===== src/hdl/rational_arithmetic_unit_top_assert.svh =====
// Assertion macros shared by the rational arithmetic unit RTL.
`ifndef RATIONAL_ARITHMETIC_UNIT_TOP_ASSERT_SVH
`define RATIONAL_ARITHMETIC_UNIT_TOP_ASSERT_SVH

// Implication checked on every clock edge outside reset.
`define RAU_ASSERT_IMP(label, clk, rst_n, ante, cons) \
  label: assert property (@(posedge clk) disable iff (!rst_n) (ante) |-> (cons)) \
    else $error("assertion failed");

// Implication whose consequent is checked in the cycle after the antecedent.
`define RAU_ASSERT_NEXT(label, clk, rst_n, ante, cons) \
  label: assert property (@(posedge clk) disable iff (!rst_n) (ante) |=> (cons)) \
    else $error("assertion failed");

`endif


===== src/hdl/rau_pkg.sv =====
// Shared codes and types for the rational arithmetic unit.
`default_nettype none
package rau_pkg;

  localparam logic [2:0] CMD_ADD = 3'd0;
  localparam logic [2:0] CMD_SUB = 3'd1;
  localparam logic [2:0] CMD_MUL = 3'd2;
  localparam logic [2:0] CMD_DIV = 3'd3;
  localparam logic [2:0] CMD_CMP = 3'd4;
  localparam logic [2:0] CMD_NEG = 3'd5;
  localparam logic [2:0] CMD_INC = 3'd6;
  localparam logic [2:0] CMD_DEC = 3'd7;

  typedef enum logic [3:0] {
    OP_NONE,
    OP_LOAD,
    OP_MUL0,
    OP_MUL1,
    OP_MUL2,
    OP_MUL3,
    OP_FORM,
    OP_GCD,
    OP_DIV_LD_A,
    OP_DIV_STEP,
    OP_DIV_LD_B,
    OP_EMIT_ERR,
    OP_EMIT_CMP,
    OP_EMIT_RES
  } dp_op_e;

  typedef struct packed {
    dp_op_e op;
  } dp_cmd_t;

  typedef struct packed {
    logic       err;
    logic       u_zero;
    logic [2:0] cmd;
  } dp_status_t;

endpackage
`default_nettype wire


===== src/hdl/rau_ctrl.sv =====
// Controller: sequences multiply, gcd and divide steps for one command.
`default_nettype none
`include "rational_arithmetic_unit_top_assert.svh"
module rau_ctrl #(
  parameter int W = 32
) (
  input  wire                      clk_i,
  input  wire                      rst_ni,
  input  wire                      start_i,
  output logic                     busy_o,
  output rau_pkg::dp_cmd_t         dp_cmd_o,
  input  wire rau_pkg::dp_status_t dp_status_i
);

  localparam int PW = 2 * W;
  localparam int CW = $clog2(PW);

  localparam logic [3:0] S_IDLE  = 4'd0;
  localparam logic [3:0] S_CHECK = 4'd1;
  localparam logic [3:0] S_MUL0  = 4'd2;
  localparam logic [3:0] S_MUL1  = 4'd3;
  localparam logic [3:0] S_MUL2  = 4'd4;
  localparam logic [3:0] S_MUL3  = 4'd5;
  localparam logic [3:0] S_CMP   = 4'd6;
  localparam logic [3:0] S_FORM  = 4'd7;
  localparam logic [3:0] S_GCD   = 4'd8;
  localparam logic [3:0] S_DIV_A = 4'd9;
  localparam logic [3:0] S_LD_B  = 4'd10;
  localparam logic [3:0] S_DIV_B = 4'd11;
  localparam logic [3:0] S_EMIT  = 4'd12;

  logic [3:0]    state_q, state_d;
  logic [CW-1:0] cnt_q, cnt_d;
  logic          last;

  assign last = cnt_q == CW'(PW - 1);

  always_comb begin
    state_d     = state_q;
    cnt_d       = cnt_q;
    dp_cmd_o.op = rau_pkg::OP_NONE;
    case (state_q)
      S_IDLE: begin
        if (start_i) begin
          dp_cmd_o.op = rau_pkg::OP_LOAD;
          state_d     = S_CHECK;
        end
      end
      S_CHECK: begin
        if (dp_status_i.err) begin
          dp_cmd_o.op = rau_pkg::OP_EMIT_ERR;
          state_d     = S_IDLE;
        end else if (dp_status_i.cmd > rau_pkg::CMD_CMP) begin
          state_d = S_FORM;
        end else begin
          state_d = S_MUL0;
        end
      end
      S_MUL0: begin
        dp_cmd_o.op = rau_pkg::OP_MUL0;
        state_d     = S_MUL1;
      end
      S_MUL1: begin
        dp_cmd_o.op = rau_pkg::OP_MUL1;
        state_d     = (dp_status_i.cmd == rau_pkg::CMD_CMP) ? S_CMP : S_MUL2;
      end
      S_MUL2: begin
        dp_cmd_o.op = rau_pkg::OP_MUL2;
        state_d     = S_MUL3;
      end
      S_MUL3: begin
        dp_cmd_o.op = rau_pkg::OP_MUL3;
        state_d     = S_FORM;
      end
      S_CMP: begin
        dp_cmd_o.op = rau_pkg::OP_EMIT_CMP;
        state_d     = S_IDLE;
      end
      S_FORM: begin
        dp_cmd_o.op = rau_pkg::OP_FORM;
        state_d     = S_GCD;
      end
      S_GCD: begin
        if (dp_status_i.u_zero) begin
          dp_cmd_o.op = rau_pkg::OP_DIV_LD_A;
          cnt_d       = '0;
          state_d     = S_DIV_A;
        end else begin
          dp_cmd_o.op = rau_pkg::OP_GCD;
        end
      end
      S_DIV_A: begin
        dp_cmd_o.op = rau_pkg::OP_DIV_STEP;
        cnt_d       = cnt_q + 1'b1;
        if (last) state_d = S_LD_B;
      end
      S_LD_B: begin
        dp_cmd_o.op = rau_pkg::OP_DIV_LD_B;
        cnt_d       = '0;
        state_d     = S_DIV_B;
      end
      S_DIV_B: begin
        dp_cmd_o.op = rau_pkg::OP_DIV_STEP;
        cnt_d       = cnt_q + 1'b1;
        if (last) state_d = S_EMIT;
      end
      S_EMIT: begin
        dp_cmd_o.op = rau_pkg::OP_EMIT_RES;
        state_d     = S_IDLE;
      end
      default: state_d = S_IDLE;
    endcase
  end

  always_ff @(posedge clk_i or negedge rst_ni) begin
    if (!rst_ni) begin
      state_q <= S_IDLE;
      cnt_q   <= '0;
    end else begin
      state_q <= state_d;
      cnt_q   <= cnt_d;
    end
  end

  assign busy_o = state_q != S_IDLE;

  `RAU_ASSERT_NEXT(a_start_check, clk_i, rst_ni, start_i && !busy_o, state_q == S_CHECK)
  `RAU_ASSERT_NEXT(a_gcd_to_div, clk_i, rst_ni, state_q == S_GCD && dp_status_i.u_zero,
                   state_q == S_DIV_A && cnt_q == '0)
  `RAU_ASSERT_NEXT(a_div_a_done, clk_i, rst_ni, state_q == S_DIV_A && last, state_q == S_LD_B)
  `RAU_ASSERT_IMP(a_idle_no_op, clk_i, rst_ni, state_q == S_IDLE && !start_i,
                  dp_cmd_o.op == rau_pkg::OP_NONE)

endmodule
`default_nettype wire


===== config.mk =====
export PLATFORM = sky130hd
export DESIGN_NAME = rau_ctrl
export DESIGN_NICKNAME = d
export VERILOG_FILES = /design/src/hdl/rau_pkg.sv /design/src/hdl/rau_ctrl.sv
export VERILOG_INCLUDE_DIRS = /design/src /design/src/hdl
export SDC_FILE = /design/constraint.sdc
export NUM_CORES = 1
export LEC_CHECK = 0
export ABC_AREA = 0
export ABC_CLOCK_PERIOD_IN_PS = 3150
export BUFFER_PORTS_ARGS = -buffer_cell sky130_fd_sc_hd__buf_2
export CAP_MARGIN = 20
export CORE_UTILIZATION = 29
export DETAILED_ROUTE_END_ITERATION = 10
export GPL_TIMING_DRIVEN = 1
export SLEW_MARGIN = 20
export SYNTH_ARGS = -nofsm -noshare
export SYNTH_HDL_FRONTEND = slang
export SYNTH_SLANG_ARGS = --single-unit

===== constraint.sdc =====
create_clock -name clk_i -period 3.15 [get_ports clk_i]
set_clock_uncertainty 0.05 [all_clocks]
set_input_delay 0.1575 -clock clk_i [delete_from_list [all_inputs] [get_ports clk_i]]
set_output_delay 0.1575 -clock clk_i [all_outputs]
set_load 0.01 [all_outputs]

### Word level (Yosys, flattened, before mapping)

Index checks and enable logic that the tools add are counted.
Widths: inputs -> output; s select.

* output and inout bits: 5
* register bits: 10
* word-level logic and storage cells: 42
* input port bits: 8

* reduce and logical (&&, ||, !) cells: 6
* multiplexer cells: 14
* $lt $le $gt $ge: 1
* equality and inequality tests: 18
* add/sub/neg operators: 1

Operator list (number)
* $pmux 4 s12: 1
* $pmux 4 s11: 1
* $mux 4: 6
* $eq 4x4->1 const B: 5
* $pmux 6 s3: 1
* $eq 4x3->1 const B: 4
* $eq 4x2->1 const B: 2
* $ne 2x2->1 const B: 4
* $add 6x1->6 const B: 1
* $eq 6x6->1 const B: 1
* $mux 3: 2
* $mux 6: 1
* $eq 4x1->1 const B: 1
* $logic_not 4->1: 1
* $reduce_and 4->1: 1
* $reduce_bool 4->1: 1
* $eq 3x3->1 const B: 1
* $gt 3x3->1 const B: 1
* $reduce_bool 3->1: 1
* $mux 2: 1
* $reduce_and 2->1: 1
* $reduce_or 2->1: 1
* $mux 1: 1

### Depth between registers and ports, before layout

Gate-level depths: netlist of the first run.

* depth in word-level cells: 4
* mapped depth: 5
* mapped depth without buffers: 5

### Worst setup path before layout of the first run

OpenSTA, ideal clock, no wires.

* path kind: reg2out
* start point: register state_q[3]
* end point: output dp_cmd_o[3] (netlist name)
* setup slack: 1.728 ns
* data arrival time: 1.215 ns
* stages on the path, launching flop included: 6
* path buffers: 1
* data required time: 2.942 ns
* cell sequence: dfrtp_1 buf_2 o21ai_1 a21oi_1 nor2_1 a311oi_1

RTL lines
* start: declaration: line rau_ctrl.sv:32 `logic [3:0] state_q, state_d;`
* start signal: assignment: line rau_ctrl.sv:120 `state_q <= state_d;`
* end: declaration: line rau_ctrl.sv:11 `output rau_pkg::dp_cmd_t dp_cmd_o,`

==> results.py, run 1 <==
metrics = {
    "floorplanning": {
        "ios": 13,
        "rows": 18,
        "fp.coreArea_sq_mm": 0.00245,
        "start_util_pct": 30.6,
        "die_w_um": 52.9,
        "fp.dieH_um": 52.9,
        "die_area_sq_mm": 0.00280,
    },
    "routing": {
        "drt_iter0_markers": 16,
        "dr.pass1.iters": 4,
        "num_vias": 710,
        "drc_errors": 0,
        "routed_via_density": 5.30,
        "antenna_left": 0,
        "wl_per_cell_um": 12.7,
        "routed_wl_mm": 1.71,
    },
    "finish": {
        "n_fill_cell": 269,
        "multi_input_area_sq_um": 458,
        "nets": 114,
        "area_growth_pct": 15.0,
        "ff_latch_area_sq_um": 250,
        "final_cells": 134,
        "drive_gt1_share_pct": 20.2,
        "diodes": 0,
    },
    "placed_design": {
        "dp_hpwl_mm": 1.19,
        "dp_cells": 129,
        "routabilityCongestion": 0.767,
        "pre_cts_slack_ps": 1410,
        "io_buffers": 12,
    },
    "timing": {
        "max_slew_margin_pct": 63.6,
        "finalHoldWorstSlack_ps": 210,
        "fin_ws_ps": 1120,
        "worst_pin_slew_ps": 546,
        "hold_viol": 0,
        "tns_ps": 0,
        "min_period_ps": 2030,
        "drv_slew": 0,
        "rsz0062_at_grt": "no",
        "setup_viol": 0,
        "post-route-period-util_pct": 64.3,
        "fmax_mhz": 494,
    },
    "cts": {
        "cts_made_buffers": 3,
        "ctsResizeCount": 0,
        "cts_setup_buffers": 0,
        "cts-hold-fix-buffers": 1,
        "cts_tree": "built",
        "clkSinkCount": 10,
        "clk_latency_ps": 270,
        "clkSlewWorstSetupHoldPaths_ps": 70,
        "htree_levels": 1,
        "cts_buffer_depth": 2,
        "clockRootBuffer": "clkbuf_4",
    },
    "setup_path": {
        "path_buf_inv": 1,
        "startpoint_type": "register",
        "critPathMaxFanout": 16,
        "cp_slowest_stage_delay_ps": 620,
        "cpLargestDelayFamily": "flip-flops",
        "crit_path_end_kind": "output port",
        "worst_ep_arrival_time_ps": 1820,
        "crit_type": "register to output port",
        "cp_slowest_cell": "dfrtp_1",
        "crit_chain": "nand2b_1, a311oi_1, buf_2",
        "worstPathRequired_ps": 2940,
    },
    "power_and_ir_drop": {
        "combPwrFrac_pct": 45.7,
        "p_per_area_mw_per_mm2": 878,
        "leakage_nw": 0.348,
        "power_frac_seq_pct": 38.6,
        "switching_share_pct": 46.6,
        "power_switching_uw": 353,
        "intPower_uw": 405,
        "power_frac_clock_pct": 15.7,
        "peakVddDrop_v": 0.000380,
    },
    "global_route": {
        "grt_start_max_net_pins": 17,
        "grtUsageTotal_pct": 14.4,
        "grt_pass1_wl_mm": 2.85,
        "gr-total-overflow": 0,
        "grt_pass1_vias": 604,
        "antenna_found_initial": 0,
    },
    "synth": {
        "syn_area_per_cell_sq_um": 8.16,
        "ys_types": 30,
        "synthCells": 92,
        "yosysSeqAreaShare_pct": 33.3,
        "ys_ff_latch": 10,
        "synthesis.nets": 101,
        "syn-cell-area_sq_um": 751,
        "yosysWarnings": 0,
    },
    "outcome": {
        "status": "complete, no violations",
    },
    "min_path": {
        "hold_class": "input pin to asynchronous set/reset pin",
    },
    "flow_run": {
        "maxCapViolCount": 0,
    },
}
## final timing paths
kind	end	slack, ps	startpoint	cells after the start
max reg2reg	cnt_q[5]	1390	state_q[3]	4
min reg2reg	cnt_q[0]	500	cnt_q[0]	1
min	cnt_q[2]	210	rst_ni	2
min in group clk_i	state_q[1]	220	dp_status_i[1]	4
max	dp_cmd_o[3]	1120	state_q[3]	3
max in group asynchronous	state_q[0]	2650	rst_ni	2
## layout make-up
| cell class | instances | share of cell area, % |
|---|---|---|
| inverter | 3 | 1.30 |
| multi-input combinational | 74 | 53.0 |
| clock buffer | 4 | 4.20 |
| tap | 30 | 4.35 |
| timing repair buffer | 13 | 8.12 |
| sequential | 10 | 29.0 |
## layer usage
| layer | vias to the layer above | part of all wire, % | track usage, % |
|---|---|---|---|
| met1 | 328 | 46 | 19.2 |
| met4 | 0 | 1.5 | 5.26 |
| met3 | 5 | 5.9 | 5.17 |
| met5 | - | 0 | 0 |
| li1 | 355 | - | - |
| met2 | 22 | 47 | 20.9 |
## state kept, by name, summed over array words and instances (netlist names)
register,flops
state_q,4
cnt_q,6
## metrics by stage
stage | instance area [sq um] | utilization [%] | total power, mW
global placement | 817 | 33.3 | 0.635
finish | 863 | 35.2 | 0.758
detailed placement | 817 | 33.3 | 0.640
global route | 863 | 35.2 | 0.831
CTS | 863 | 35.2 | 0.764
floorplan | 751 | - | 0.546
## synthesized netlist by cell type
master | instances | area (sq um)
a21o_1 | 1 | 7.51
a21oi_1 | 4 | 20.0
a22oi_1 | 1 | 7.51
a311oi_1 | 1 | 8.76
buf_2 | 4 | 20.0
buf_6 | 1 | 11.3
dfrtp_1 | 10 | 250
ha_1 | 1 | 12.5
inv_1 | 2 | 7.51
inv_2 | 1 | 3.75
nand2_1 | 8 | 30.0
nand2b_1 | 2 | 12.5
nand3_1 | 4 | 20.0
nor2_1 | 15 | 56.3
nor2b_1 | 3 | 18.8
nor3_1 | 3 | 15.0
nor3_2 | 1 | 10.0
nor3_4 | 1 | 16.3
nor4_4 | 2 | 42.5
nor4b_1 | 1 | 8.76
o211ai_1 | 4 | 30.0
o21a_1 | 1 | 7.51
o21ai_0 | 7 | 35.0
o21ai_1 | 5 | 25.0
o21bai_1 | 1 | 7.51
o22ai_1 | 1 | 6.26
o2bb2ai_1 | 1 | 8.76
o31ai_1 | 1 | 7.51
o32ai_1 | 1 | 8.76
xnor2_1 | 4 | 35.0
## cell usage in the layout, fill, tap and decap left out, types with 2 or more instances in the layout
cell	count
nand3_1	4
o211ai_1	4
o21ai_0	7
nand2_1	8
nor2b_1	3
nand2b_1	2
o21ai_1	5
dfrtp_1	10
clkbuf_4	3
xnor2_1	4
buf_2	12
inv_1	2
nor2_1	15
nor4_4	2
a21oi_1	4
nor3_1	3
## logic make-up after synthesis
logic type | after synthesis | share of synthesized area (%)
adders and majority gates | 1 | 1.67
DFF | 10 | 33.3
xor gates and xnor gates | 4 | 4.67
buffers and inverters | 8 | 5.67
AOI/OAI and AO/OA | 29 | 24.0
and+or+nand+nor | 40 | 30.7
## power groups by stage
stage               clock network (mW)  logic [mW]  registers [mW]
floorplan                            0       0.316           0.231
global placement                     0       0.344           0.291
detailed placement                   0       0.347           0.293
CTS                              0.124       0.349           0.290
global route                     0.131       0.393           0.308
finish                           0.119       0.346           0.293
## worst reg2reg max path, delay by kind of cell (launching register included)
family           cells  cell delay [ps]
XOR/XNOR             1              140
AND/OR/NAND/NOR      3              830
flip-flops           1              620
Note: power is estimated with default switching activity, not from simulation.
==> run 2, diff against run 1 <==
--- a/config.mk
+++ b/config.mk
@@ -7,7 +7,7 @@
 export NUM_CORES = 1
 export LEC_CHECK = 0
 export ABC_AREA = 0
-export ABC_CLOCK_PERIOD_IN_PS = 3150
+export ABC_CLOCK_PERIOD_IN_PS = 1800
 export BUFFER_PORTS_ARGS = -buffer_cell sky130_fd_sc_hd__buf_2
 export CAP_MARGIN = 20
 export CORE_UTILIZATION = 29
==> constraint.sdc (replaced) <==
create_clock -name clk_i -period 1.8 [get_ports clk_i]
set_clock_uncertainty 0.05 [all_clocks]
set_input_delay 0.09 -clock clk_i [delete_from_list [all_inputs] [get_ports clk_i]]
set_output_delay 0.09 -clock clk_i [all_outputs]
set_load 0.01 [all_outputs]
==> run 2 against run 1 <==
Effect of this change: die area did not move; count of clock-buffer cells in the layout down 1; core utilization grew 0.56 points; worst setup slack lost 980 ps; first-iteration DRC count rose by 13%; register-to-register slack worse by 1100 ps; largest cell class unchanged; largest power group unchanged.
==> results.py, run 2 (synthesized netlist as in run 1, its figures left out) <==
metrics = {
    "outcome": {
        "status": "complete, no violations",
    },
    "setup_path": {
        "path_buf_inv": 2,
        "crit_type": "register to output port",
        "cpLargestDelayFamily": "flip-flops",
        "cp_slowest_stage_delay_ps": 420,
        "crit_path_end_kind": "output port",
        "cp_slowest_cell": "dfrtp_2",
        "worstPathRequired_ps": 1660,
        "r2r_setup_slack_ps": 310,
        "crit_chain": "buf_4, o21ai_1, a21oi_1, nor2_1, a311oi_1, buf_2",
        "startpoint_type": "register",
        "critPathMaxFanout": 11,
        "worst_ep_arrival_time_ps": 1520,
    },
    "floorplanning": {
        "fp.coreArea_sq_mm": 0.00245,
        "rows": 18,
        "die_w_um": 52.9,
        "die_area_sq_mm": 0.00280,
        "start_util_pct": 30.6,
        "ios": 13,
        "fp.dieH_um": 52.9,
    },
    "cts": {
        "clockRootBuffer": "clkbuf_4",
        "clk_latency_ps": 260,
        "cts_tree": "built",
        "cts_made_buffers": 3,
        "cts_setup_buffers": 0,
        "clkSinkCount": 10,
        "cts_buffer_depth": 2,
        "clkSlewWorstSetupHoldPaths_ps": 60,
        "htree_levels": 1,
    },
    "finish": {
        "final_cell_mix": "nor2_1, buf_2, nand2_1, dfrtp_1, o21ai_0",
        "largest_reg_flops": 6,
        "area_growth_pct": 16.8,
        "drive_gt1_share_pct": 24.5,
        "final_common_cell": "nor2_1",
        "top_regs": "cnt_q: 6 flops, state_q: 4 flops",
        "ff_latch_area_sq_um": 253,
        "top_register": "cnt_q",
        "nets": 117,
        "diodes": 0,
        "n_fill_cell": 264,
        "multi_input_area_sq_um": 460,
    },
    "timing": {
        "fmax_mhz": 604,
        "hold_viol": 0,
        "setup_viol": 0,
        "tns_ps": 0,
        "min_period_ps": 1660,
        "post-route-period-util_pct": 92.0,
        "worst_pin_slew_ps": 484,
        "drv_slew": 0,
        "max_slew_margin_pct": 67.8,
    },
    "placed_design": {
        "dp_hpwl_mm": 1.33,
        "io_buffers": 12,
        "routabilityCongestion": 0.874,
    },
    "routing": {
        "dr_wl_met2_um": 861,
        "routed_via_density": 5.37,
        "top_layer": "met4",
        "dr.pass1.iters": 5,
        "wl_met3_um": 94,
        "m1WireLength_um": 778,
        "num_vias": 730,
        "routed_wl_mm": 1.75,
        "drt_iter0_markers": 18,
        "drc_errors": 0,
        "antenna_left": 0,
        "wl_per_cell_um": 12.8,
    },
    "min_path": {
        "hold_class": "input pin to register",
    },
    "global_route": {
        "antenna_found_initial": 0,
        "grtUsageTotal_pct": 14.9,
        "grt_pass1_vias": 667,
        "grt_pass1_wl_mm": 2.95,
        "grt_start_max_net_pins": 17,
        "gr-total-overflow": 0,
    },
    "power_and_ir_drop": {
        "peakVddDrop_v": 0.000689,
        "p_per_area_mw_per_mm2": 1500,
        "leakage_nw": 0.355,
        "power.total_mw": 1.31,
    },
    "flow_run": {
        "maxCapViolCount": 0,
    },
}
==> run 2: cell types whose count changed in the layout (fill, tap and decap cells not counted) <==
cell,before,now
nand2b_2,0,1
clkbuf_8,1,0
buf_4,0,3
nand2b_1,2,1
dfrtp_2,0,2
dfrtp_1,10,8
==> run 2: path summary, 6_finish.rpt <==
| check | depth (start not counted) | start | endpoint |
|---|---|---|---|
| max | 6 | state_q[3] | dp_cmd_o[3] |
| min in group asynchronous | 2 | rst_ni | cnt_q[2] |
| max in group asynchronous | 2 | rst_ni | state_q[0] |
| max reg2reg | 4 | state_q[1] | cnt_q[3] |
| min | 4 | dp_status_i[1] | state_q[1] |
| min reg2reg | 1 | cnt_q[0] | cnt_q[0] |
==> run 2: cell type report <==
cell class | count | share of cell area (%)
tap | 30 | 4.28
inverter | 3 | 1.28
sequential | 10 | 28.8
timing repair buffer | 16 | 10.6
multi-input combinational | 74 | 52.5
clock buffer | 3 | 2.57
==> run 2: timing repair <==
item / in CTS / in global routing
hold endpoints to repair: 10 / 0
hold buffers: 1 / 0
gates resized for setup: 0 / 3
endpoints found under the setup margin: 0 / 2
==> run 2: layer usage <==
metal / track usage, % / up-vias
met2: 25.7 / 20
li1: - / 361
met5: 0 / -
met3: 4.02 / 2
met1: 17.5 / 347
met4: 5.26 / 0
==> run 2: report_power, final <==
part | internal (mW) | switching (mW)
combinational | 0.303 | 0.389
clock | 0.0773 | 0.0753
sequential | 0.317 | 0.151
total | 0.698 | 0.616
==> run 2: through the flow <==
step	instance area, sq um	hold WS (ps)	worst slack (ps)	instances	util, %
after floorplan	751	-256	445	92	-
after global placement	840	-88.8	303	132	34.2
after global routing	877	147	-7.11	136	35.7
after CTS	872	115	13.7	136	35.5
after detailed placement	840	-85.9	279	132	34.2
final	877	135	144	136	35.7
==> run 2: tightest hold or removal path, delay by kind of cell <==
kind,cells,cell delay (ps)
AOI/OAI and AO/OA,2,180
buffers and inverters,1,90
and+or+nand+nor,1,50
==> run 3, diff against run 2 <==
--- a/config.mk
+++ b/config.mk
@@ -11,6 +11,7 @@
 export BUFFER_PORTS_ARGS = -buffer_cell sky130_fd_sc_hd__buf_2
 export CAP_MARGIN = 20
 export CORE_UTILIZATION = 29
+export CTS_BUF_LIST = sky130_fd_sc_hd__clkbuf_8
 export DETAILED_ROUTE_END_ITERATION = 10
 export GPL_TIMING_DRIVEN = 1
 export SLEW_MARGIN = 20
==> run 3 against run 2 <==
Effect of this change: count of clock-buffer cells in the layout stayed put; final cell count stayed put; combinational power hardly changed; critical path type unchanged; largest cell class unchanged.
==> results.py, run 3 (synthesized netlist as in run 1, its figures left out) <==
metrics = {
    "finish": {
        "top_register": "cnt_q",
        "nets": 117,
        "drive_gt1_share_pct": 23.6,
        "top_regs": "cnt_q: 6 flops, state_q: 4 flops",
        "design_area_sq_um": 893,
        "diodes": 0,
        "n_fill_cell": 262,
        "final_common_cell": "nor2_1",
        "largest_reg_flops": 6,
        "final_cell_mix": "nor2_1, buf_2, nand2_1, dfrtp_1, o21ai_0",
        "utilization_pct": 36.4,
        "area_growth_pct": 19.0,
    },
    "cts": {
        "clkSinkCount": 10,
        "clkSlewWorstSetupHoldPaths_ps": 50,
        "clockRootBuffer": "clkbuf_8",
        "cts_setup_buffers": 0,
        "htree_levels": 1,
        "cts_made_buffers": 3,
        "cts_tree": "built",
        "cts_buffer_depth": 2,
        "clk_latency_ps": 230,
    },
    "setup_path": {
        "worstPathRequired_ps": 1660,
        "startpoint_type": "register",
        "critPathLaunch": "state_q[2]",
        "crit_path_end_kind": "output port",
        "critPathMaxFanout": 10,
        "r2r-start": "state_q[1]",
        "crit_type": "register to output port",
        "worst_ep_arrival_time_ps": 1510,
    },
    "placed_design": {
        "pre_cts_slack_ps": 279,
        "io_buffers": 12,
        "placed_cell_area_sq_um": 840,
        "dp_hpwl_mm": 1.33,
        "routabilityCongestion": 0.874,
    },
    "global_route": {
        "grt_pass1_wl_mm": 2.96,
        "grt_pass1_vias": 665,
        "grt_start_max_net_pins": 17,
        "antenna_found_initial": 0,
        "grtUsageTotal_pct": 15.0,
        "gr-total-overflow": 0,
    },
    "routing": {
        "dr.pass1.iters": 5,
        "num_vias": 701,
        "drt_iter0_markers": 20,
        "wl_per_cell_um": 13.0,
        "routed_via_density": 5.15,
        "antenna_left": 0,
        "drc_errors": 0,
        "routed_wl_mm": 1.77,
    },
    "timing": {
        "worst_pin_slew_ps": 545,
        "min_period_ps": 1650,
        "fmax_mhz": 605,
        "max_slew_margin_pct": 63.7,
        "setup_viol": 0,
        "hold_viol": 0,
        "fin_ws_ps": 147,
        "tns_ps": 0,
        "drv_slew": 0,
        "post-route-period-util_pct": 91.8,
        "rsz0062_at_grt": "no",
    },
    "floorplanning": {
        "start_util_pct": 30.6,
        "die_area_sq_mm": 0.00280,
        "fp.dieH_um": 52.9,
        "fp.coreArea_sq_mm": 0.00245,
        "ios": 13,
        "rows": 18,
        "die_w_um": 52.9,
    },
    "power_and_ir_drop": {
        "leakage_nw": 0.362,
        "p_per_area_mw_per_mm2": 1560,
        "peakVddDrop_v": 0.000816,
    },
    "flow_run": {
        "maxCapViolCount": 0,
    },
    "outcome": {
        "status": "complete, no violations",
    },
    "min_path": {
        "worstHoldStart": "dp_status_i[1]",
        "hold_class": "input pin to register",
    },
}
## run 3: cell types whose count changed in the layout (fill, tap and decap cells not counted)
| cell | change |
|---|---|
| clkbuf_4 | -3 |
| clkbuf_8 | +3 |
| nand2b_1 | +1 |
| nand2b_2 | -1 |
## run 3: through the flow
step	instances	total power, mW	hold WS (ps)
finish	136	1.39	170
global route	136	1.52	187
CTS	136	1.40	156
detailed placement	132	1.16	-85.9
global placement	132	1.15	-88.8
floorplan	92	0.956	-256
## run 3: path summary, 6_finish.rpt
check | endpoint | slack [ps] | cells past startpoint
min reg2reg | cnt_q[0] | 470 | 1
min | state_q[1] | 170 | 4
max | dp_cmd_o[3] | 150 | 3
min in group asynchronous | cnt_q[1] | 200 | 2
max reg2reg | cnt_q[3] | 300 | 4
max in group asynchronous | state_q[0] | 1290 | 2
## run 3: area by class of cell
cell class	count	area [sq um]	area share (%)
Sequential cell	10	253	28.3
Tap cell	30	37.5	4.20
Clock buffer	3	41.3	4.62
Timing Repair Buffer	16	92.6	10.4
Inverter	3	11.3	1.26
Multi-Input combinational cell	74	458	51.3
## run 3: routing by layer
layer,vias to the layer above,wire (um),global-route usage (%)
met5,-,0,0
met4,0,11,5.26
met3,2,77,4.02
met2,14,833,25.7
met1,327,845,17.6
li1,358,-,-
## run 3: timing repair
| item | in CTS | in global routing |
|---|---|---|
| hold buffers | 1 | 0 |
| setup endpoints to repair | 0 | 1 |
| hold endpoints to repair | 10 | 0 |
| gates resized for setup | 0 | 2 |
## run 3: where the power goes
part | total [mW] | leakage (nW) | switching (mW) | internal (mW)
registers | 0.468 | 0.128 | 0.150 | 0.318
clock network | 0.231 | 0.0216 | 0.0846 | 0.146
logic | 0.690 | 0.212 | 0.389 | 0.302
total | 1.39 | 0.362 | 0.623 | 0.766
## run 3: worst max-delay path, stage by stage (launching register included)
cell	delay, ps
dfrtp_1	370
nand2b_1	380
a311oi_1	350
buf_2	180
